===== src/rtl/frp_pkg.sv =====
package frp_pkg;

    // Payload store depth, derived address width, and length and counter widths.
    localparam int MAX_PAYLOAD = 32;
    localparam int ADDR_W      = (MAX_PAYLOAD > 1) ? $clog2(MAX_PAYLOAD) : 1;
    localparam int LEN_W       = 6;
    localparam int CNT_W       = 6;

    localparam logic [LEN_W-1:0] MAX_LEN = LEN_W'(MAX_PAYLOAD);

    // CRC-16/XMODEM polynomial.
    localparam logic [15:0] CRC_POLY = 16'h1021;

    // Fixed ping response.
    localparam int PING_LEN = 10;
    localparam logic [CNT_W-1:0] PING_LAST = CNT_W'(PING_LEN - 1);

    // Input operation codes.
    localparam logic [1:0] OP_BYTE    = 2'd0;
    localparam logic [1:0] OP_ABORT   = 2'd1;
    localparam logic [1:0] OP_RELEASE = 2'd2;

    // Result kind codes.
    localparam logic [1:0] KIND_HDR     = 2'd0;
    localparam logic [1:0] KIND_PAYLOAD = 2'd1;
    localparam logic [1:0] KIND_TX      = 2'd2;
    localparam logic [1:0] KIND_REJECT  = 2'd3;

    // Configuration register indexes.
    localparam logic [2:0] REG_START_CODE     = 3'd0;
    localparam logic [2:0] REG_ACK_CODE       = 3'd1;
    localparam logic [2:0] REG_NAK_CODE       = 3'd2;
    localparam logic [2:0] REG_ACK_ABORT_CODE = 3'd3;
    localparam logic [2:0] REG_COMMAND_CODE   = 3'd4;
    localparam logic [2:0] REG_DATA_CODE      = 3'd5;
    localparam logic [2:0] REG_PING_CODE      = 3'd6;
    localparam logic [2:0] REG_EXPECT_DATA    = 3'd7;

    typedef enum logic [2:0] {
        PH_HUNT,
        PH_TYPE,
        PH_LEN_LO,
        PH_LEN_HI,
        PH_CRC_LO,
        PH_CRC_HI,
        PH_DATA
    } phase_t;

    // What an accepted request asks to be sent.
    typedef enum logic [2:0] {
        EV_NONE,
        EV_SYNC_ACK,
        EV_SYNC_ABORT,
        EV_NAK,
        EV_PING,
        EV_REJECT,
        EV_GOOD
    } event_t;

    // Which result the datapath forms for the output register.
    typedef enum logic [2:0] {
        EM_SYNC0,
        EM_SYNC1,
        EM_PING,
        EM_REJECT,
        EM_HDR,
        EM_PAY
    } emit_sel_t;

    typedef enum logic [2:0] {
        S_IDLE,
        S_SYNC0,
        S_SYNC1,
        S_PING,
        S_REJECT,
        S_HDR,
        S_PAY
    } ctrl_state_t;

    typedef struct packed {
        logic      accept;
        logic      load;
        emit_sel_t sel;
    } ctrl_cmd_t;

    typedef struct packed {
        event_t ev;
        logic   out_free;
        logic   emit_last;
    } dp_status_t;

    function automatic logic [15:0] crc16_byte(input logic [15:0] crc_in,
                                              input logic [7:0]  data);
        logic [15:0] crc;
        crc = crc_in ^ {data, 8'h00};
        for (int i = 0; i < 8; i++) begin
            if (crc[15]) begin
                crc = {crc[14:0], 1'b0} ^ CRC_POLY;
            end else begin
                crc = {crc[14:0], 1'b0};
            end
        end
        return crc;
    endfunction

    function automatic logic [7:0] ping_byte(input logic [3:0] idx);
        logic [7:0] b;
        case (idx)
            4'd0:    b = 8'h5A;
            4'd1:    b = 8'hA7;
            4'd4:    b = 8'h01;
            4'd5:    b = 8'h50;
            4'd8:    b = 8'h29;
            4'd9:    b = 8'hAE;
            default: b = 8'h00;
        endcase
        return b;
    endfunction

endpackage


===== src/rtl/frp_ram.sv =====
module frp_ram #(
    parameter int WIDTH  = 8,
    parameter int DEPTH  = 32,
    parameter int ADDR_W = (DEPTH > 1) ? $clog2(DEPTH) : 1
) (
    input  logic              aclk,
    input  logic              wr_en,
    input  logic [ADDR_W-1:0] wr_addr,
    input  logic [WIDTH-1:0]  wr_data,
    input  logic [ADDR_W-1:0] rd_addr,
    output logic [WIDTH-1:0]  rd_data
);

    logic [WIDTH-1:0] mem [DEPTH];

    always_ff @(posedge aclk) begin
        if (wr_en) begin
            mem[wr_addr] <= wr_data;
        end
        rd_data <= mem[rd_addr];
    end

endmodule


===== src/rtl/frp_ctrl.sv =====
module frp_ctrl
    import frp_pkg::*;
(
    input  logic       aclk,
    input  logic       aresetn,
    input  logic       s_tvalid,
    output logic       s_tready,
    input  dp_status_t status,
    output ctrl_cmd_t  cmd
);

    ctrl_state_t state_reg, state_next;

    always_ff @(posedge aclk) begin
        if (!aresetn) begin
            state_reg <= S_IDLE;
        end else begin
            state_reg <= state_next;
        end
    end

    // Next state.
    always_comb begin
        state_next = state_reg;
        unique case (state_reg) inside
            S_IDLE: begin
                if (s_tvalid) begin
                    unique case (status.ev) inside
                        EV_SYNC_ACK, EV_SYNC_ABORT, EV_NAK: state_next = S_SYNC0;
                        EV_PING:   state_next = S_PING;
                        EV_REJECT: state_next = S_REJECT;
                        EV_GOOD:   state_next = S_HDR;
                        default:   state_next = S_IDLE;
                    endcase
                end
            end
            S_SYNC0: if (status.out_free) state_next = S_SYNC1;
            S_HDR: begin
                if (status.out_free) begin
                    state_next = status.emit_last ? S_IDLE : S_PAY;
                end
            end
            S_SYNC1, S_PING, S_REJECT, S_PAY: begin
                if (status.out_free && status.emit_last) state_next = S_IDLE;
            end
            default: state_next = S_IDLE;
        endcase
    end

    // Outputs.
    always_comb begin
        s_tready   = 1'b0;
        cmd.accept = 1'b0;
        cmd.load   = 1'b0;
        cmd.sel    = EM_SYNC0;
        unique case (state_reg)
            S_IDLE: begin
                s_tready   = 1'b1;
                cmd.accept = s_tvalid;
            end
            S_SYNC0: begin
                cmd.load = status.out_free;
                cmd.sel  = EM_SYNC0;
            end
            S_SYNC1: begin
                cmd.load = status.out_free;
                cmd.sel  = EM_SYNC1;
            end
            S_PING: begin
                cmd.load = status.out_free;
                cmd.sel  = EM_PING;
            end
            S_REJECT: begin
                cmd.load = status.out_free;
                cmd.sel  = EM_REJECT;
            end
            S_HDR: begin
                cmd.load = status.out_free;
                cmd.sel  = EM_HDR;
            end
            S_PAY: begin
                cmd.load = status.out_free;
                cmd.sel  = EM_PAY;
            end
            default: begin
                cmd.load = 1'b0;
            end
        endcase
    end

endmodule


===== src/rtl/frp_dp.sv =====
module frp_dp
    import frp_pkg::*;
(
    input  logic             aclk,
    input  logic             aresetn,
    input  logic [1:0]       operation,
    input  logic [7:0]       rx_byte,
    input  logic             cfg_wr_en,
    input  logic [2:0]       cfg_addr,
    input  logic [7:0]       cfg_wdata,
    input  ctrl_cmd_t        cmd,
    output dp_status_t       status,
    output logic             m_tvalid,
    input  logic             m_tready,
    output logic [1:0]       m_kind,
    output logic [7:0]       m_data_byte,
    output logic [LEN_W-1:0] m_frame_length,
    output logic             m_last
);

    // Configuration registers.
    logic [7:0] start_code_reg, ack_code_reg, nak_code_reg, ack_abort_code_reg;
    logic [7:0] command_code_reg, data_code_reg, ping_code_reg;
    logic       expect_data_reg;

    always_ff @(posedge aclk) begin
        if (!aresetn) begin
            start_code_reg     <= 8'h5A;
            ack_code_reg       <= 8'hA1;
            nak_code_reg       <= 8'hA2;
            ack_abort_code_reg <= 8'hA3;
            command_code_reg   <= 8'hA4;
            data_code_reg      <= 8'hA5;
            ping_code_reg      <= 8'hA6;
            expect_data_reg    <= 1'b0;
        end else if (cfg_wr_en) begin
            unique case (cfg_addr)
                REG_START_CODE:     start_code_reg     <= cfg_wdata;
                REG_ACK_CODE:       ack_code_reg       <= cfg_wdata;
                REG_NAK_CODE:       nak_code_reg       <= cfg_wdata;
                REG_ACK_ABORT_CODE: ack_abort_code_reg <= cfg_wdata;
                REG_COMMAND_CODE:   command_code_reg   <= cfg_wdata;
                REG_DATA_CODE:      data_code_reg      <= cfg_wdata;
                REG_PING_CODE:      ping_code_reg      <= cfg_wdata;
                REG_EXPECT_DATA:    expect_data_reg    <= cfg_wdata[0];
                default:            expect_data_reg    <= expect_data_reg;
            endcase
        end
    end

    // Frame parser state.
    phase_t           phase_reg, phase_next;
    logic [7:0]       len_lo_reg, len_lo_next;
    logic [LEN_W-1:0] clamped_len_reg, clamped_len_next;
    logic [15:0]      rx_crc_reg, rx_crc_next;
    logic [15:0]      crc_reg, crc_next;
    logic [LEN_W-1:0] byte_cnt_reg, byte_cnt_next;
    logic             ack_pend_reg, ack_pend_next;
    logic             abort_pend_reg, abort_pend_next;
    logic [7:0]       sync_type_reg, sync_type_next;
    event_t           ev;

    logic [15:0]      crc_rx;
    logic [15:0]      len_full;
    logic [LEN_W-1:0] len_clamp;
    logic [LEN_W-1:0] byte_cnt_inc;
    logic [7:0]       expected_type;
    logic             ram_wr_en;

    assign crc_rx        = crc16_byte(crc_reg, rx_byte);
    assign len_full      = {rx_byte, len_lo_reg};
    assign len_clamp     = (len_full > 16'(MAX_PAYLOAD)) ? MAX_LEN : len_full[LEN_W-1:0];
    assign byte_cnt_inc  = byte_cnt_reg + LEN_W'(1);
    assign expected_type = expect_data_reg ? data_code_reg : command_code_reg;

    always_comb begin
        phase_next       = phase_reg;
        len_lo_next      = len_lo_reg;
        clamped_len_next = clamped_len_reg;
        rx_crc_next      = rx_crc_reg;
        crc_next         = crc_reg;
        byte_cnt_next    = byte_cnt_reg;
        ack_pend_next    = ack_pend_reg;
        abort_pend_next  = abort_pend_reg;
        ev               = EV_NONE;
        ram_wr_en        = 1'b0;

        case (operation)
            OP_ABORT: begin
                if (ack_pend_reg) begin
                    abort_pend_next = 1'b1;
                    ack_pend_next   = 1'b0;
                end
            end
            OP_RELEASE: begin
                if (ack_pend_reg) begin
                    ack_pend_next = 1'b0;
                    ev            = EV_SYNC_ACK;
                end else if (abort_pend_reg) begin
                    abort_pend_next = 1'b0;
                    ev              = EV_SYNC_ABORT;
                end
            end
            OP_BYTE: begin
                unique case (phase_reg)
                    PH_HUNT: begin
                        if (rx_byte == start_code_reg) begin
                            crc_next   = crc16_byte(16'h0000, rx_byte);
                            phase_next = PH_TYPE;
                        end
                    end
                    PH_TYPE: begin
                        if (rx_byte == ping_code_reg) begin
                            phase_next = PH_HUNT;
                            ev         = EV_PING;
                        end else if (rx_byte != expected_type) begin
                            phase_next = PH_HUNT;
                            ev         = EV_REJECT;
                        end else begin
                            crc_next   = crc_rx;
                            phase_next = PH_LEN_LO;
                        end
                    end
                    PH_LEN_LO: begin
                        len_lo_next = rx_byte;
                        phase_next  = PH_LEN_HI;
                    end
                    PH_LEN_HI: begin
                        clamped_len_next = len_clamp;
                        crc_next         = crc16_byte(crc_reg, 8'(len_clamp));
                        phase_next       = PH_CRC_LO;
                    end
                    PH_CRC_LO: begin
                        // The high length byte is always zero after clamping; it
                        // is folded into the CRC here.
                        rx_crc_next = {8'h00, rx_byte};
                        crc_next    = crc16_byte(crc_reg, 8'h00);
                        phase_next  = PH_CRC_HI;
                    end
                    PH_CRC_HI: begin
                        rx_crc_next   = {rx_byte, rx_crc_reg[7:0]};
                        byte_cnt_next = '0;
                        if (clamped_len_reg == '0) begin
                            phase_next = PH_HUNT;
                            ev = (crc_reg == {rx_byte, rx_crc_reg[7:0]}) ? EV_GOOD : EV_NAK;
                        end else begin
                            phase_next = PH_DATA;
                        end
                    end
                    PH_DATA: begin
                        ram_wr_en     = (byte_cnt_reg < MAX_LEN);
                        crc_next      = crc_rx;
                        byte_cnt_next = byte_cnt_inc;
                        if (byte_cnt_inc >= clamped_len_reg) begin
                            phase_next = PH_HUNT;
                            ev = (crc_rx == rx_crc_reg) ? EV_GOOD : EV_NAK;
                        end
                    end
                    default: phase_next = PH_HUNT;
                endcase
                if (ev == EV_GOOD) begin
                    ack_pend_next = 1'b1;
                end
            end
            default: ev = EV_NONE;
        endcase
    end

    always_comb begin
        case (ev)
            EV_SYNC_ACK:   sync_type_next = ack_code_reg;
            EV_SYNC_ABORT: sync_type_next = ack_abort_code_reg;
            EV_NAK:        sync_type_next = nak_code_reg;
            default:       sync_type_next = sync_type_reg;
        endcase
    end

    always_ff @(posedge aclk) begin
        if (!aresetn) begin
            phase_reg       <= PH_HUNT;
            len_lo_reg      <= '0;
            clamped_len_reg <= '0;
            rx_crc_reg      <= '0;
            crc_reg         <= '0;
            byte_cnt_reg    <= '0;
            ack_pend_reg    <= 1'b0;
            abort_pend_reg  <= 1'b0;
        end else if (cmd.accept) begin
            phase_reg       <= phase_next;
            len_lo_reg      <= len_lo_next;
            clamped_len_reg <= clamped_len_next;
            rx_crc_reg      <= rx_crc_next;
            crc_reg         <= crc_next;
            byte_cnt_reg    <= byte_cnt_next;
            ack_pend_reg    <= ack_pend_next;
            abort_pend_reg  <= abort_pend_next;
        end
    end

    always_ff @(posedge aclk) begin
        if (cmd.accept) begin
            sync_type_reg <= sync_type_next;
        end
    end

    // Emission counter: ping byte index or payload index.
    logic [CNT_W-1:0] cnt_reg, cnt_next;
    logic [CNT_W-1:0] cnt_inc;

    assign cnt_inc = cnt_reg + CNT_W'(1);

    always_comb begin
        cnt_next = cnt_reg;
        if (cmd.accept || (cmd.load && cmd.sel == EM_HDR)) begin
            cnt_next = '0;
        end else if (cmd.load) begin
            cnt_next = cnt_inc;
        end
    end

    always_ff @(posedge aclk) begin
        if (!aresetn) begin
            cnt_reg <= '0;
        end else begin
            cnt_reg <= cnt_next;
        end
    end

    // Payload store; the read address runs one entry ahead when a payload
    // result is loaded so that the registered read keeps pace.
    logic [ADDR_W-1:0] rd_addr;
    logic [7:0]        rd_data;

    always_comb begin
        if (cmd.sel == EM_PAY) begin
            rd_addr = cmd.load ? cnt_inc[ADDR_W-1:0] : cnt_reg[ADDR_W-1:0];
        end else begin
            rd_addr = '0;
        end
    end

    frp_ram #(
        .WIDTH (8),
        .DEPTH (MAX_PAYLOAD)
    ) u_store (
        .aclk    (aclk),
        .wr_en   (cmd.accept && ram_wr_en),
        .wr_addr (byte_cnt_reg[ADDR_W-1:0]),
        .wr_data (rx_byte),
        .rd_addr (rd_addr),
        .rd_data (rd_data)
    );

    // Result formation.
    logic [1:0]       kind;
    logic [7:0]       data_byte;
    logic [LEN_W-1:0] frame_length;
    logic             emit_last;

    always_comb begin
        kind         = KIND_TX;
        data_byte    = 8'h00;
        frame_length = '0;
        emit_last    = 1'b0;
        unique case (cmd.sel)
            EM_SYNC0: data_byte = start_code_reg;
            EM_SYNC1: begin
                data_byte = sync_type_reg;
                emit_last = 1'b1;
            end
            EM_PING: begin
                data_byte = ping_byte(cnt_reg[3:0]);
                emit_last = (cnt_reg == PING_LAST);
            end
            EM_REJECT: begin
                kind      = KIND_REJECT;
                emit_last = 1'b1;
            end
            EM_HDR: begin
                kind         = KIND_HDR;
                frame_length = clamped_len_reg;
                emit_last    = (clamped_len_reg == '0);
            end
            EM_PAY: begin
                kind      = KIND_PAYLOAD;
                data_byte = rd_data;
                emit_last = (cnt_inc == clamped_len_reg);
            end
            default: kind = KIND_TX;
        endcase
    end

    // Output register.
    logic             m_valid_reg, m_valid_next;
    logic [1:0]       m_kind_reg;
    logic [7:0]       m_data_reg;
    logic [LEN_W-1:0] m_len_reg;
    logic             m_last_reg;

    assign m_valid_next = cmd.load ? 1'b1 : (m_tready ? 1'b0 : m_valid_reg);

    always_ff @(posedge aclk) begin
        if (!aresetn) begin
            m_valid_reg <= 1'b0;
        end else begin
            m_valid_reg <= m_valid_next;
        end
    end

    always_ff @(posedge aclk) begin
        if (cmd.load) begin
            m_kind_reg <= kind;
            m_data_reg <= data_byte;
            m_len_reg  <= frame_length;
            m_last_reg <= emit_last;
        end
    end

    assign status.ev        = ev;
    assign status.out_free  = !m_valid_reg || m_tready;
    assign status.emit_last = emit_last;

    assign m_tvalid       = m_valid_reg;
    assign m_kind         = m_kind_reg;
    assign m_data_byte    = m_data_reg;
    assign m_frame_length = m_len_reg;
    assign m_last         = m_last_reg;

endmodule


===== src/rtl/framed_packet_receiver.sv =====
// Framed packet receiver with CRC-16/XMODEM check and deferred acknowledge.
//
// Requests enter on the s_ stream: s_tuser carries the operation (received
// byte, abort pending ACK, release deferred sync) and s_tdata the byte.
// Results leave on the m_ stream: m_tuser is the result kind, m_tdata holds
// the data byte and the clamped frame length, m_tlast marks the final result
// caused by one request. Eight configuration registers are written through the cfg_
// port; the user must do so only while the block is idle, which the block does not enforce.
//
// Requests that produce no result leave the controller idle, so bytes can stream
// at one per cycle until a request produces results. Such a request occupies the
// block until all its results have been loaded, one at a time, into the single
// output register; a good frame emits its header and then its payload, read
// from the payload RAM. After a request is taken, the controller enters its
// emitting state, which loads the first result into the output register.
//
// Reset (synchronous, active low) restores the code registers, resumes the
// start byte hunt and clears the pending flags. When the downstream side
// holds m_tready low, the output register holds its result and s_tready
// stays low until every result of the current request has been loaded.
module framed_packet_receiver
    import frp_pkg::*;
(
    input  logic        aclk,
    input  logic        aresetn,
    // Request channel.
    input  logic        s_tvalid,
    output logic        s_tready,
    input  logic [7:0]  s_tdata,   // [7:0] rx_byte
    input  logic [1:0]  s_tuser,   // [1:0] operation
    // Result channel.
    output logic        m_tvalid,
    input  logic        m_tready,
    output logic [15:0] m_tdata,   // [7:0] data_byte, [13:8] frame_length, [15:14] zero
    output logic [1:0]  m_tuser,   // [1:0] kind
    output logic        m_tlast,
    // Configuration write port.
    input  logic        cfg_wr_en,
    input  logic [2:0]  cfg_addr,
    input  logic [7:0]  cfg_wdata
);

    ctrl_cmd_t        cmd;
    dp_status_t       status;
    logic [7:0]       data_byte;
    logic [LEN_W-1:0] frame_length;

    // The controller sequences request intake and result emission.
    frp_ctrl u_ctrl (
        .aclk     (aclk),
        .aresetn  (aresetn),
        .s_tvalid (s_tvalid),
        .s_tready (s_tready),
        .status   (status),
        .cmd      (cmd)
    );

    // The datapath holds the parser, the CRC, the payload store and the
    // output register.
    frp_dp u_dp (
        .aclk           (aclk),
        .aresetn        (aresetn),
        .operation      (s_tuser),
        .rx_byte        (s_tdata),
        .cfg_wr_en      (cfg_wr_en),
        .cfg_addr       (cfg_addr),
        .cfg_wdata      (cfg_wdata),
        .cmd            (cmd),
        .status         (status),
        .m_tvalid       (m_tvalid),
        .m_tready       (m_tready),
        .m_kind         (m_tuser),
        .m_data_byte    (data_byte),
        .m_frame_length (frame_length),
        .m_last         (m_tlast)
    );

    assign m_tdata = {2'b00, frame_length, data_byte};

endmodule

===== config.mk =====
export PLATFORM = sky130hd
export DESIGN_NAME = framed_packet_receiver
export DESIGN_NICKNAME = d
export VERILOG_FILES = /design/src/rtl/frp_pkg.sv /design/src/rtl/frp_ram.sv /design/src/rtl/frp_ctrl.sv /design/src/rtl/frp_dp.sv /design/src/rtl/framed_packet_receiver.sv
export SDC_FILE = /design/constraint.sdc
export NUM_CORES = 1
export LEC_CHECK = 0
export ABC_CLOCK_PERIOD_IN_PS = 9500
export BUFFER_PORTS_ARGS = -buffer_cell sky130_fd_sc_hd__buf_2
export CAP_MARGIN = 0
export CORE_ASPECT_RATIO = 0.75
export CORE_MARGIN = 4
export CORE_UTILIZATION = 55
export CTS_CLUSTER_DIAMETER = 30
export DETAILED_ROUTE_END_ITERATION = 7
export GPL_ROUTABILITY_DRIVEN = 1
export GPL_TIMING_DRIVEN = 0
export PLACE_DENSITY_LB_ADDON = 0.2
export SYNTH_ARGS = -nofsm -noshare
export SYNTH_HDL_FRONTEND = slang
export SYNTH_SLANG_ARGS = --single-unit

===== constraint.sdc =====
create_clock -name aclk -period 9.5 [get_ports aclk]
set_input_delay 0.475 -clock aclk [delete_from_list [all_inputs] [get_ports aclk]]
set_output_delay 0.475 -clock aclk [all_outputs]
set_load 0.02 [all_outputs]

; Word-level counts from Yosys, hierarchy flattened
; Memory sizes are Yosys's and may differ from the RTL's. A register that Yosys moved wholly into a read port is not among the register bits.
; Index checks and enable logic that the tools add are counted.
[classes]
eq_ne = 56
bitwise_logic = 36
magnitude_cmp = 3
n_reduce_logical = 45
add_sub_neg = 2
mux = 135
[op_table]
columns = operator, count
row1 = 2-to-1 mux 16 bit, 52
row2 = 2-to-1 mux 13 bit, 32
row3 = inverter 3 bit, 32
row4 = case mux 16 bit (5 select lines), 1
row5 = 2-to-1 mux 3 bit, 17
row6 = == test 3 bit (second input constant), 16
row7 = case mux 8 bit (6 select lines), 1
row8 = == test 16 bit, 2
row9 = case mux 16 bit (2 select lines), 1
row10 = case mux 8 bit (4 select lines), 1
row11 = == test 3 x 2 -> 1 bit (second input constant), 10
row12 = case mux 3 bit (4 select lines), 2
row13 = case mux 8 bit (3 select lines), 1
row14 = case mux 3 bit (7 select lines), 1
row15 = AND reduction 2 bit, 9
row16 = == test 8 bit, 2
row17 = greater-than comparator 16 x 6 -> 1 bit (second input constant), 1
row18 = AND reduction 4 bit, 4
row19 = XOR 16 x 14 -> 16 bit, 1
row20 = XOR 16 bit, 1
row21 = == test 3 x 1 -> 1 bit (second input constant), 5
row22 = case mux 3 bit (5 select lines), 1
row23 = AND reduction 3 bit, 5
row24 = inequality test 2 x 1 -> 1 bit (second input constant), 7
row25 = other kinds (39), 72
[totals]
ramBits = 256
ff_bits = 149
word_cells = 303
n_memories = 1
[mem_list]
columns = memory, depth, width, rd, rd_clocked_by_memory_dff, write_ports, line
row1 = u_dp.u_store.mem, 32, 8, 1, 1, 1, frp_ram.sv:14  ; logic [WIDTH-1:0] mem [DEPTH];

; Longest topological paths before layout
; Gate-level depths: netlist (run 1).
[logic_depth]
depth_word = 39
depth_mapped = 13
ltp_nobuf = 11

; Modules after synthesis
; A second synthesis (run 1) with hierarchy kept.
[hier_totals]
cells_unflattened = 1469
area_unflattened_um2 = 19048.3
[by_module_without_submodules]
columns = mod, cells_per_inst, area_each_um2, instances
row1 = frp_ram, 417, 10053.4, 1
row2 = frp_dp, 1010, 8670.8, 1
row3 = frp_ctrl, 39, 305.3, 1
row4 = framed_packet_receiver, 3, 18.8, 1

; Worst setup path after synthesis (run 1)
; Ideal clock, no wire load.
[synth_timing]
path_type = flip-flop to flip-flop
start = reg u_dp.byte_cnt_reg[0]
end = reg u_dp.sync_type_reg[0] (enable)
stages_incl_launch_ff = 12
arrival_time_ns = 2.809
path_slack_ns = 6.321
required_time_ns = 9.130
path_cell_list = dfxtp_1 > inv_1 > ha_1 > ha_1 > a2111oi_0 > o21bai_1 > a21oi_1 > o41ai_1 > o21bai_1 > clkbuf_1 > nand2_1 > nor2_1
[synth_via]
elab_chain_len = 9
elab_cells_between_ends = 11
cone_classes = 1 x add/sub / 1 x order compare / 3 x eq/ne / 4 x mux / 2 x reduce/logical
[synth_lines]
columns = element, line
row1 = from (decl), frp_dp.sv:57  ; logic [LEN_W-1:0] byte_cnt_reg, byte_cnt_next;
row2 = from (signal assigned), frp_dp.sv:194  ; byte_cnt_reg <= byte_cnt_next;
row3 = adder 6 x 1 -> 6 bit *, frp_dp.sv:73  ; assign byte_cnt_inc = byte_cnt_reg + LEN_W'(1);
row4 = >= comparator 6 bit *, frp_dp.sv:154  ; if (byte_cnt_inc >= clamped_len_reg) begin
row5 = 2-to-1 mux 3 bit *, frp_dp.sv:154
row6 = case mux 3 bit (3 select lines) *, frp_dp.sv:105  ; unique case (phase_reg)
row7 = 2-to-1 mux 3 bit *, frp_dp.sv:88  ; case (operation)
row8 = case mux 3 bit (2 select lines) *, frp_dp.sv:88
row9 = == test 3 x 2 -> 1 bit / == test 3 x 1 -> 1 bit (equally long branches), frp_dp.sv:170  ; case (ev)
row10 = nonzero test 3 bit (no line) *, -
row11 = AND reduction 2 bit (no line) *, -
row12 = to (signal assigned), frp_dp.sv:202  ; sync_type_reg <= sync_type_next;
row13 = to (decl), frp_dp.sv:60  ; logic [7:0] sync_type_reg, sync_type_next;
; Mark *: on every way between the ends. The rest lies on a longest branch, timed or not. The select of a mux whose other input is x is not followed.
; A chain may end at the register's enable or synchronous reset.

; Worst setup path in the final report (run 1)
; Ends and elaborated chain as after synthesis.

==> metrics.md, run 1 <==
| Metric | Value |
|---|---|
| Finish-stage setup viols | 0 |
| Ports | 47 |
| Most frequent cells in the layout | edfxtp_1, nand2_1, dfxtp_1 |
| Final Cycle Share | 43.4% |
| Min-delay worst type | in2reg |
| TritonCTS clock tree | done |
| Largest net degree at the start of global routing | 35 |
| Worst Path Arrival | 4.34 ns |
| Clock latency on the worst-skew pair | 0.58 ns |
| Layout Nets | 1843 |
| Initial DRC count | 2102 |
| First-pass GRT wire length | 81800 um |
| Via count | 14600 |
| Reg-to-Reg End | u_dp.sync_type_reg[0] |
| Worst rel slew slack | 14.3% |
| Fin Setup TNS | 0 ns |
| Async SR Flop Fraction | 0% |
| Crit Path Class | reg2reg |
| Max-cap violations | 0 |
| Total CTS buffers | 71 |
| Slew @ Worst Pin | 1.28 ns |
| Status | complete, no violations |
| FP Rows | 59 |
| Synth area leaders | edfxtp_1, dfxtp_1, mux4_2, nand2_1, xnor2_1 |
| RSZ-0062 raised after global routing | false |
| Clock transition at path regs | 0.05 ns |
| Most common cell after layout, fill and taps aside | edfxtp_1 |
| Mean area per synthesized cell | 11.5 um^2 |
| Hold Crit Start | cfg_wdata[5] |
| Vias in the first global route | 13600 |
| Post-place setup slack | 5.01 ns |
| Total die area | 38200 um^2 |
| PD cells | 216 nW/um^2 |
| Post-Layout Cell Count | 2313 |
| Final-report hold violation count | 0 |
| Main flop type after synthesis | edfxtp_1 |
| Hold path endpoint | u_dp.start_code_reg[5] |
| Final Skew | 0.0311 ns |
| Drt pass-1 iters | 6 |
| Die Y-Extent | 170 um |
| HPWL Detailed | 37000 um |
| Crit path max fanout | 10 |
| Post-DRT Antenna Nets | 0 |
| Pleak | 7.57 nW |
| Input/output buffers | 40 |
| FF+latch count, synth | 413 |
| Yosys top cell by area | edfxtp_1 |
| Slew Viols, Final | 0 |
| Hold-fix buffers, CTS | 0 |
| Ant diodes | 0 |
| Grt ovf | 0 |
| CTS Root Cell | clkbuf_16 |
| Clock Sink Count | 413 |
| CTS H-Tree Depth | 3 |
| Worst r2r path cells | 11 |
| Origin of the critical flop-to-flop path | u_dp.byte_cnt_reg[0] |
| DRC Markers | 0 |
| Layout cell share with drive strength beyond 1 | 13.4% |
| Worst R2R Setup Slack | 5.38 ns |
| Worst EP required | 9.71 ns |
| Tot Pwr | 4.86 mW |
| Placed insts | 2183 |
| Hold_ws | 0.220 ns |
| Vias/cell | 6.32 |
| Clock period minus worst slack | 4.12 ns |
| Worst VDD drop | 0.170 mV |
| PnR worst setup slack | 5.38 ns |
| Avg WL per Cell | 23.5 um |
| Ys Warns | 0 |
| Hold Path Depth | 3 |
| Synthesized area | 19300 um^2 |
| GRT Resource Usage Total | 28.2% |
| Post-CTS sizing | 0 |
| Placer Congestion | 0.990 |
| Seq/Total Area, Yosys | 57.4% |
| Core area | 34700 um^2 |
| Fmax | 243 MHz |
| Initial core utilization | 55.7% |
| Post-CTS setup buffer count | 0 |
| Max FFs per register | 256 |
| Crit path launch type | register |
| Crit. End Element | register |
| Layout Area Growth over Synthesis | 16.5% |
| Area share of the largest cell type after synthesis | 43.7% |
| Initial antenna violation count | 1 |
| Clock Path Buffers | 3 |
| Yosys cell types | 78 |
| Die span in x | 224 um |
| Final WL | 54400 um |
| EDFF count, synth | 281 |
| Synth Instances | 1684 |
## synthesized netlist by cell type, types with 4 or more instances
cell type,n
edfxtp_1,281
nand2_1,196
dfxtp_1,132
nor2_1,129
o21ai_0,112
a21oi_1,96
clkbuf_1,76
or3_1,70
xnor2_1,70
nand3_1,61
mux4_2,49
mux2i_1,38
xor2_1,36
a22oi_1,30
nor3_1,27
buf_2,22
nand2b_1,22
inv_1,20
a31oi_1,17
ha_1,17
o22ai_1,15
nor2b_1,11
a211oi_1,9
and3_1,9
nand4_1,9
nor4_1,9
o22a_1,8
and2_1,7
nand3b_1,6
a211o_1,5
buf_1,4
buf_4,4
nor3b_1,4
o211ai_1,4
o21a_1,4
o311ai_0,4
xor3_1,4
## metrics by stage
stage	utilization, %	instance area, um^2
6_report	64.8	22500
5_1_grt	64.8	22500
4_1_cts	64.8	22500
3_5_place_dp	57.9	20100
3_3_place_gp	57.9	20100
2_1_floorplan	-	19300
## how the worst max path moves through the flow
stage | start | end | slack [ns] | depth (start not counted)
3_3_place_gp | s_tdata[2] | u_dp.sync_type_reg[3] | 5.08 | 10
2_1_floorplan | u_dp.byte_cnt_reg[0] | u_dp.sync_type_reg[0] | 6.32 | 11
5_1_grt | u_dp.byte_cnt_reg[0] | u_dp.sync_type_reg[0] | 5.18 | 11
4_1_cts | u_ctrl.state_reg[2] | u_dp.u_store.rd_data[0] | 5.22 | 10
3_5_place_dp | s_tdata[2] | u_dp.sync_type_reg[4] | 5.01 | 10
6_report | u_dp.byte_cnt_reg[0] | u_dp.sync_type_reg[0] | 5.38 | 11
## kinds of logic (layout without fill, tap and decap cells)
| group | count (synthesis) | after routing | share of synthesized area (%) |
|---|---|---|---|
| adder cells (fa/ha/maj) | 17 | 17 | 1.10 |
| AND/OR/NAND/NOR | 577 | 577 | 14.2 |
| multiplexers | 89 | 89 | 7.80 |
| other | 1 | 2 | 0.0194 |
| AO/OA/AOI/OAI | 343 | 343 | 10.9 |
| flip-flops | 413 | 413 | 57.4 |
| buffers and inverters | 130 | 301 | 2.87 |
| XOR/XNOR | 114 | 114 | 5.73 |
## area by class of cell
cell class              count  area, um^2
flip-flops and latches    413       11100
multi-input cells        1142        7690
clock inverters            35         409
repair buffers             42         225
plain buffers             110         479
well taps                 457         572
inverters                  20        75.1
fillers                  2622       12200
clock buffers              94        1970
## critical path, stage by stage, from the launching register on
cell and delay (ns):
dfxtp_1 0.49, inv_1 0.11, ha_1 0.35, ha_1 0.28
a2111oi_0 0.60, o21bai_1 0.20, a21oi_1 0.27, o41ai_1 0.15
o21bai_1 0.23, clkbuf_1 0.44, nand2_1 0.09, nor2_1 0.55
## power breakdown
part           leakage (nW)  total [mW]  internal, mW  switching, mW
Combinational          2.86       0.394         0.113          0.281
Clock                  1.12        2.51          1.63          0.883
Sequential             3.59        1.96          1.95         0.0113
## per-layer routing
layer	up-vias	global-route usage, %	share of wire, %
li1	6492	-	-
met1	7141	44.0	44
met2	828	39.1	41
met3	145	6.78	11
met4	2	9.11	3.2
met5	-	0	0.013
(Power assumes the default switching activity.)
==> run 2: changes to the inputs <==
--- a/config.mk
+++ b/config.mk
@@ -5,7 +5,7 @@
 export SDC_FILE = /design/constraint.sdc
 export NUM_CORES = 1
 export LEC_CHECK = 0
-export ABC_CLOCK_PERIOD_IN_PS = 9500
+export ABC_CLOCK_PERIOD_IN_PS = 3800
 export BUFFER_PORTS_ARGS = -buffer_cell sky130_fd_sc_hd__buf_2
 export CAP_MARGIN = 0
 export CORE_ASPECT_RATIO = 0.75
==> constraint.sdc (replaced) <==
create_clock -name aclk -period 3.8 [get_ports aclk]
set_input_delay 0.19 -clock aclk [delete_from_list [all_inputs] [get_ports aclk]]
set_output_delay 0.19 -clock aclk [all_outputs]
set_load 0.02 [all_outputs]
==> run 2 against run 1 <==
Effect of this change:
- design area is 0.70% higher
- critical endpoint is now u_dp.u_store.mem[8][6]
- hold slack worse by 0.15 ns
- critical path type unchanged
- die area stayed put
- clock skew is 0.0023 ns higher
==> metrics.md, run 2 (same netlist as run 1, synthesis figures left out) <==
| Metric | Value |
|---|---|
| Comb power frac | 8.3% |
| Design Area, Final | 22700 um^2 |
| Max-cap violations | 0 |
| Initial DRC count | 2032 |
| Final-report hold violation count | 0 |
| Layout Area Growth over Synthesis | 17.3% |
| Worst EP required | 4.01 ns |
| TritonCTS clock tree | done |
| Via count | 14600 |
| Final Cycle Share | 99.2% |
| Placer Congestion | 0.990 |
| Max FFs per register | 256 |
| Layout cell share with drive strength beyond 1 | 14.3% |
| CTS Root Cell | clkbuf_16 |
| Ant diodes | 0 |
| Hold_ws | 0.0682 ns |
| First-pass GRT wire length | 82300 um |
| Avg WL per Cell | 23.6 um |
| Input/output buffers | 40 |
| Ports | 47 |
| Vias/cell | 6.30 |
| Layout Nets | 1853 |
| Slew @ Worst Pin | 1.16 ns |
| GRT Resource Usage Total | 28.4% |
| Min-delay worst type | in2reg |
| CP max stage cell | nor2_1 |
| Slew Viols, Final | 0 |
| Initial antenna violation count | 0 |
| Worst Path Arrival | 3.98 ns |
| Critical path's most frequent cell | nand2_1 |
| Cell Area, Placed | 20100 um^2 |
| HPWL Detailed | 37000 um |
| Finish-stage setup viols | 0 |
| Crit Path Class | reg2reg |
| Die Y-Extent | 170 um |
| Sequential power share | 40.2% |
| Pint | 9.22 mW |
| Crit. End Element | register |
| PnR worst setup slack | 0.0288 ns |
| Grt ovf | 0 |
| Fmax | 265 MHz |
| Vias in the first global route | 13700 |
| Post-DRT Antenna Nets | 0 |
| Filler cells | 2601 |
| RSZ-0062 raised after global routing | true |
| Clock Sink Count | 413 |
| Register area | 11100 um^2 |
| Largest net degree at the start of global routing | 35 |
| Worst VDD drop | 0.428 mV |
| Worst-path cell chain | clkbuf_1 -> nor2b_1 -> nand2_1 -> nor3_1 -> nand2_1 -> nor2_1 |
| Clock Path Buffers | 3 |
| Core area | 34700 um^2 |
| PD cells | 537 nW/um^2 |
| Crit path launch type | register |
| Multi-input logic area | 7750 um^2 |
| DRC Markers | 0 |
| Crit path max fanout | 10 |
| Total CTS buffers | 71 |
| Final WL | 54700 um |
| Worst rel slew slack | 22.0% |
| Clk pwr share | 51.5% |
| Slowest stage delay, CP | 0.77 ns |
| Clock transition at path regs | 0.05 ns |
| Total die area | 38200 um^2 |
| Pleak | 7.62 nW |
| Initial core utilization | 55.7% |
| CP top delay family | simple AND/OR/NAND/NOR gates |
| Clock latency on the worst-skew pair | 0.59 ns |
| Drt pass-1 iters | 6 |
| Tot Pwr | 12.2 mW |
| Worst R2R Setup Slack | 0.03 ns |
| Bufs and invs on worst path | 1 |
| CTS H-Tree Depth | 3 |
| Sw Ratio | 24.2% |
| Most common cell after layout, fill and taps aside | edfxtp_1 |
| Most frequent cells in the layout | edfxtp_1, nand2_1, dfxtp_1 |
| Final Skew | 0.0334 ns |
| Clock period minus worst slack | 3.77 ns |
| Post-place setup slack | -0.432 ns |
| Die span in x | 224 um |
| Status | complete, no violations |
| Switching power | 2.95 mW |
| FP Rows | 59 |
run 2: layout make-up:
type / count / share of cell area [%]
Tap cell: 457 / 2.52
Timing Repair Buffer: 51 / 1.39
Inverter: 20 / 0.331
Clock buffer: 94 / 8.68
Multi-Input combinational cell: 1143 / 34.2
Buffer: 110 / 2.12
Sequential cell: 413 / 48.9
Clock inverter: 35 / 1.81
run 2: metrics by stage:
step | TNS, ns | cells | util (%)
4_1_cts | 0 | 2320 | 65.0
5_1_grt | -7.87 | 2323 | 65.3
2_1_floorplan | 0 | 1685 | -
3_5_place_dp | -6.85 | 2183 | 57.9
6_report | 0 | 2323 | 65.3
3_3_place_gp | -5.63 | 2182 | 57.9
run 2: what timing repair did:
action                                  in CTS  in global routing
resized for setup                            3                 14
endpoints found under the hold margin       49                  0
pin swaps                                    1                  1
endpoints found under the setup margin      16                208
hold buffers                                 7                  0
buffers inserted                             0                  3
gates cloned                                 1                  0
run 2: path summary, 6_finish.rpt:
kind                        startpoint                endpoint  depth (start not counted)
setup / recovery     u_dp.phase_reg[2]  u_dp.u_store.mem[8][6]                          6
hold / removal            cfg_wdata[0]    u_dp.nak_code_reg[0]                          3
setup reg to reg     u_dp.phase_reg[2]  u_dp.u_store.mem[8][6]                          6
hold reg to reg   u_dp.nak_code_reg[0]    u_dp.nak_code_reg[0]                          2
run 2: power by group through the flow:
stage,Combinational (mW),Clock [mW],Sequential [mW]
after floorplan,0.547,0,5.00
after detailed placement,0.944,0,4.98
after global routing,1.09,6.54,4.89
after global placement,0.929,0,4.98
final,1.01,6.27,4.89
after CTS,0.966,6.32,4.89
run 2: routing by layer:
layer  up-vias  GRT usage (%)  part of all wire [%]  wire (um)
met3       166           7.05                    11       6070
met5         -              0                     0          0
met1      7148           44.0                    44      24100
li1       6519              -                     -          -
met2       806           39.3                    41      22700
met4         0           9.37                   3.4       1890
run 2: worst register-to-register path, stage by stage (launching register included):
cell and delay [ns]:
dfxtp_1 0.37, clkbuf_1 0.40, nor2b_1 0.57, nand2_1 0.38, nor3_1 0.57, nand2_1 0.35, nor2_1 0.77
==> run 3: changes to the inputs <==
==> constraint.sdc (replaced) <==
create_clock -name aclk -period 3.8 [get_ports aclk]
set_input_delay 0.57 -clock aclk [delete_from_list [all_inputs] [get_ports aclk]]
set_output_delay 0.57 -clock aclk [all_outputs]
set_load 0.02 [all_outputs]
==> run 3 against run 2 <==
Effect of this change:
- combinational power is essentially flat
- clock power is essentially flat
- largest power group unchanged
- critical path type unchanged
- sequential share of layout area grew 0.10 points
- the flow now finishes with violations (antenna rules, setup timing)
- sequential power is essentially flat
==> metrics.md, run 3 (same netlist as run 1, synthesis figures left out) <==
| Metric | Value |
|---|---|
| Status | finished, violations left |
| Failing checks | antenna rules, setup timing |
| Core area | 34700 um^2 |
| Worst-path cell chain | clkbuf_1 -> nor2b_1 -> nand2_1 -> nor3_1 -> nand2_1 -> nor2_1 |
| PnR worst setup slack | -0.0175 ns |
| Initial antenna violation count | 0 |
| FP Rows | 59 |
| Grt ovf | 0 |
| Crit. End Element | register |
| Via count | 14700 |
| Slowest stage delay, CP | 0.78 ns |
| Crit path launch type | register |
| Clock Path Buffers | 3 |
| Clock latency on the worst-skew pair | 0.59 ns |
| GRT Resource Usage Total | 28.4% |
| TritonCTS clock tree | done |
| Avg WL per Cell | 23.6 um |
| Filler cells | 2609 |
| Input/output buffers | 40 |
| CP max stage cell | nor2_1 |
| Initial DRC count | 2053 |
| Worst Path Arrival | 4.02 ns |
| Hold-fix buffers, CTS | 0 |
| Worst VDD drop | 0.427 mV |
| Worst rel slew slack | 22.5% |
| DRC Markers | 0 |
| Ports | 47 |
| CP top delay family | simple AND/OR/NAND/NOR gates |
| Die span in x | 224 um |
| First-pass GRT wire length | 82200 um |
| Bufs and invs on worst path | 1 |
| Final-report hold violation count | 0 |
| Min-delay worst type | in2reg |
| Vias/cell | 6.33 |
| CTS H-Tree Depth | 3 |
| Post-DRT Antenna Nets | 1 |
| Drt pass-1 iters | 8 |
| Slew Viols, Final | 0 |
| HPWL Detailed | 37000 um |
| Most frequent cells in the layout | edfxtp_1, nand2_1, dfxtp_1 |
| Pleak | 7.59 nW |
| Initial core utilization | 55.7% |
| Vias in the first global route | 13600 |
| Most common cell after layout, fill and taps aside | edfxtp_1 |
| Largest net degree at the start of global routing | 35 |
| Layout cell share with drive strength beyond 1 | 14.3% |
| Critical path's most frequent cell | nand2_1 |
| Placer Congestion | 0.990 |
| RSZ-0062 raised after global routing | true |
| Finish-stage setup viols | 16 |
| Layout Nets | 1846 |
| Worst R2R Setup Slack | -0.02 ns |
| Final Cycle Share | 100% |
| Crit path max fanout | 10 |
| Max FFs per register | 256 |
| Slew @ Worst Pin | 1.15 ns |
| PD cells | 539 nW/um^2 |
| Crit Path Class | reg2reg |
| Fmax | 262 MHz |
| Worst EP required | 4.01 ns |
| Die Y-Extent | 170 um |
| Total die area | 38200 um^2 |
| Final WL | 54700 um |
| Max-cap violations | 0 |
| Final Skew | 0.0297 ns |
| CTS Root Cell | clkbuf_16 |
| Post-place setup slack | -0.788 ns |
| Fin Setup TNS | -0.234 ns |
| Clock transition at path regs | 0.05 ns |
| Total CTS buffers | 71 |
| Layout Area Growth over Synthesis | 17.0% |
| Clock Sink Count | 413 |
| Clock period minus worst slack | 3.82 ns |
[run 3: cell count changes in the layout (fill, tap and decap cells not counted)]
| cell | before | now |
|---|---|---|
| diode_2 | 0 | 5 |
| dlygate4sd3_1 | 7 | 0 |
| buf_2 | 62 | 58 |
| clkbuf_4 | 0 | 4 |
[run 3: tightest hold or removal path, delay by kind of cell]
family	cells	cell delay, ns
and+or+nand+nor	1	0.07
buffers and inverters	1	0.16
AOI/OAI and AO/OA	1	0.05
[run 3: path summary, 6_finish.rpt]
kind | start | to | depth (start not counted)
hold / removal | cfg_wdata[5] | u_dp.start_code_reg[5] | 3
setup reg to reg | u_dp.phase_reg[2] | u_dp.u_store.mem[8][7] | 6
setup / recovery | u_dp.phase_reg[2] | u_dp.u_store.mem[8][7] | 6
hold reg to reg | u_dp.nak_code_reg[0] | u_dp.nak_code_reg[0] | 2
[run 3: routing by layer]
metal / up-vias / GRT usage (%) / part of all wire, %
met5: - / 0 / 0
met2: 823 / 39.2 / 41
met4: 0 / 9.24 / 3.2
met1: 7203 / 43.9 / 44
li1: 6518 / - / -
met3: 149 / 7.14 / 11
[run 3: area by class of cell]
class                      instances  area (um^2)  share of cell area (%)
antenna                            5         12.5                  0.0554
buffer                           110          480                    2.13
clock buffer                      94         1970                    8.70
clock inverter                    35          409                    1.81
inverter                          20         75.1                   0.332
multi-input combinational       1143         7750                    34.3
sequential                       413        11100                    49.0
tap                              457          572                    2.53
timing repair buffer              44          255                    1.13
[run 3: power breakdown]
group          switching [mW]  internal, mW
clock network            2.21          4.06
logic                   0.714         0.293
registers              0.0280          4.86
total                    2.95          9.22
[run 3: stage by stage]
step                hold WS [ns]  total power, mW  cell area (um^2)  instances  util (%)
floorplan                  0.436             5.55             19300       1685         -
global placement           0.441             5.90             20100       2182      57.9
detailed placement         0.448             5.92             20100       2183      57.9
CTS                        0.299             12.2             22500       2313      64.8
global route               0.321             12.5             22600       2316      65.1
finish                     0.315             12.2             22600       2321      65.1
[run 3: timing repair]
item | 4_1_cts | 5_1_grt
gates cloned | 1 | 0
setup buffers | 0 | 3
setup endpoints to repair | 16 | 217
resized for setup | 3 | 18
pin swaps | 1 | 1
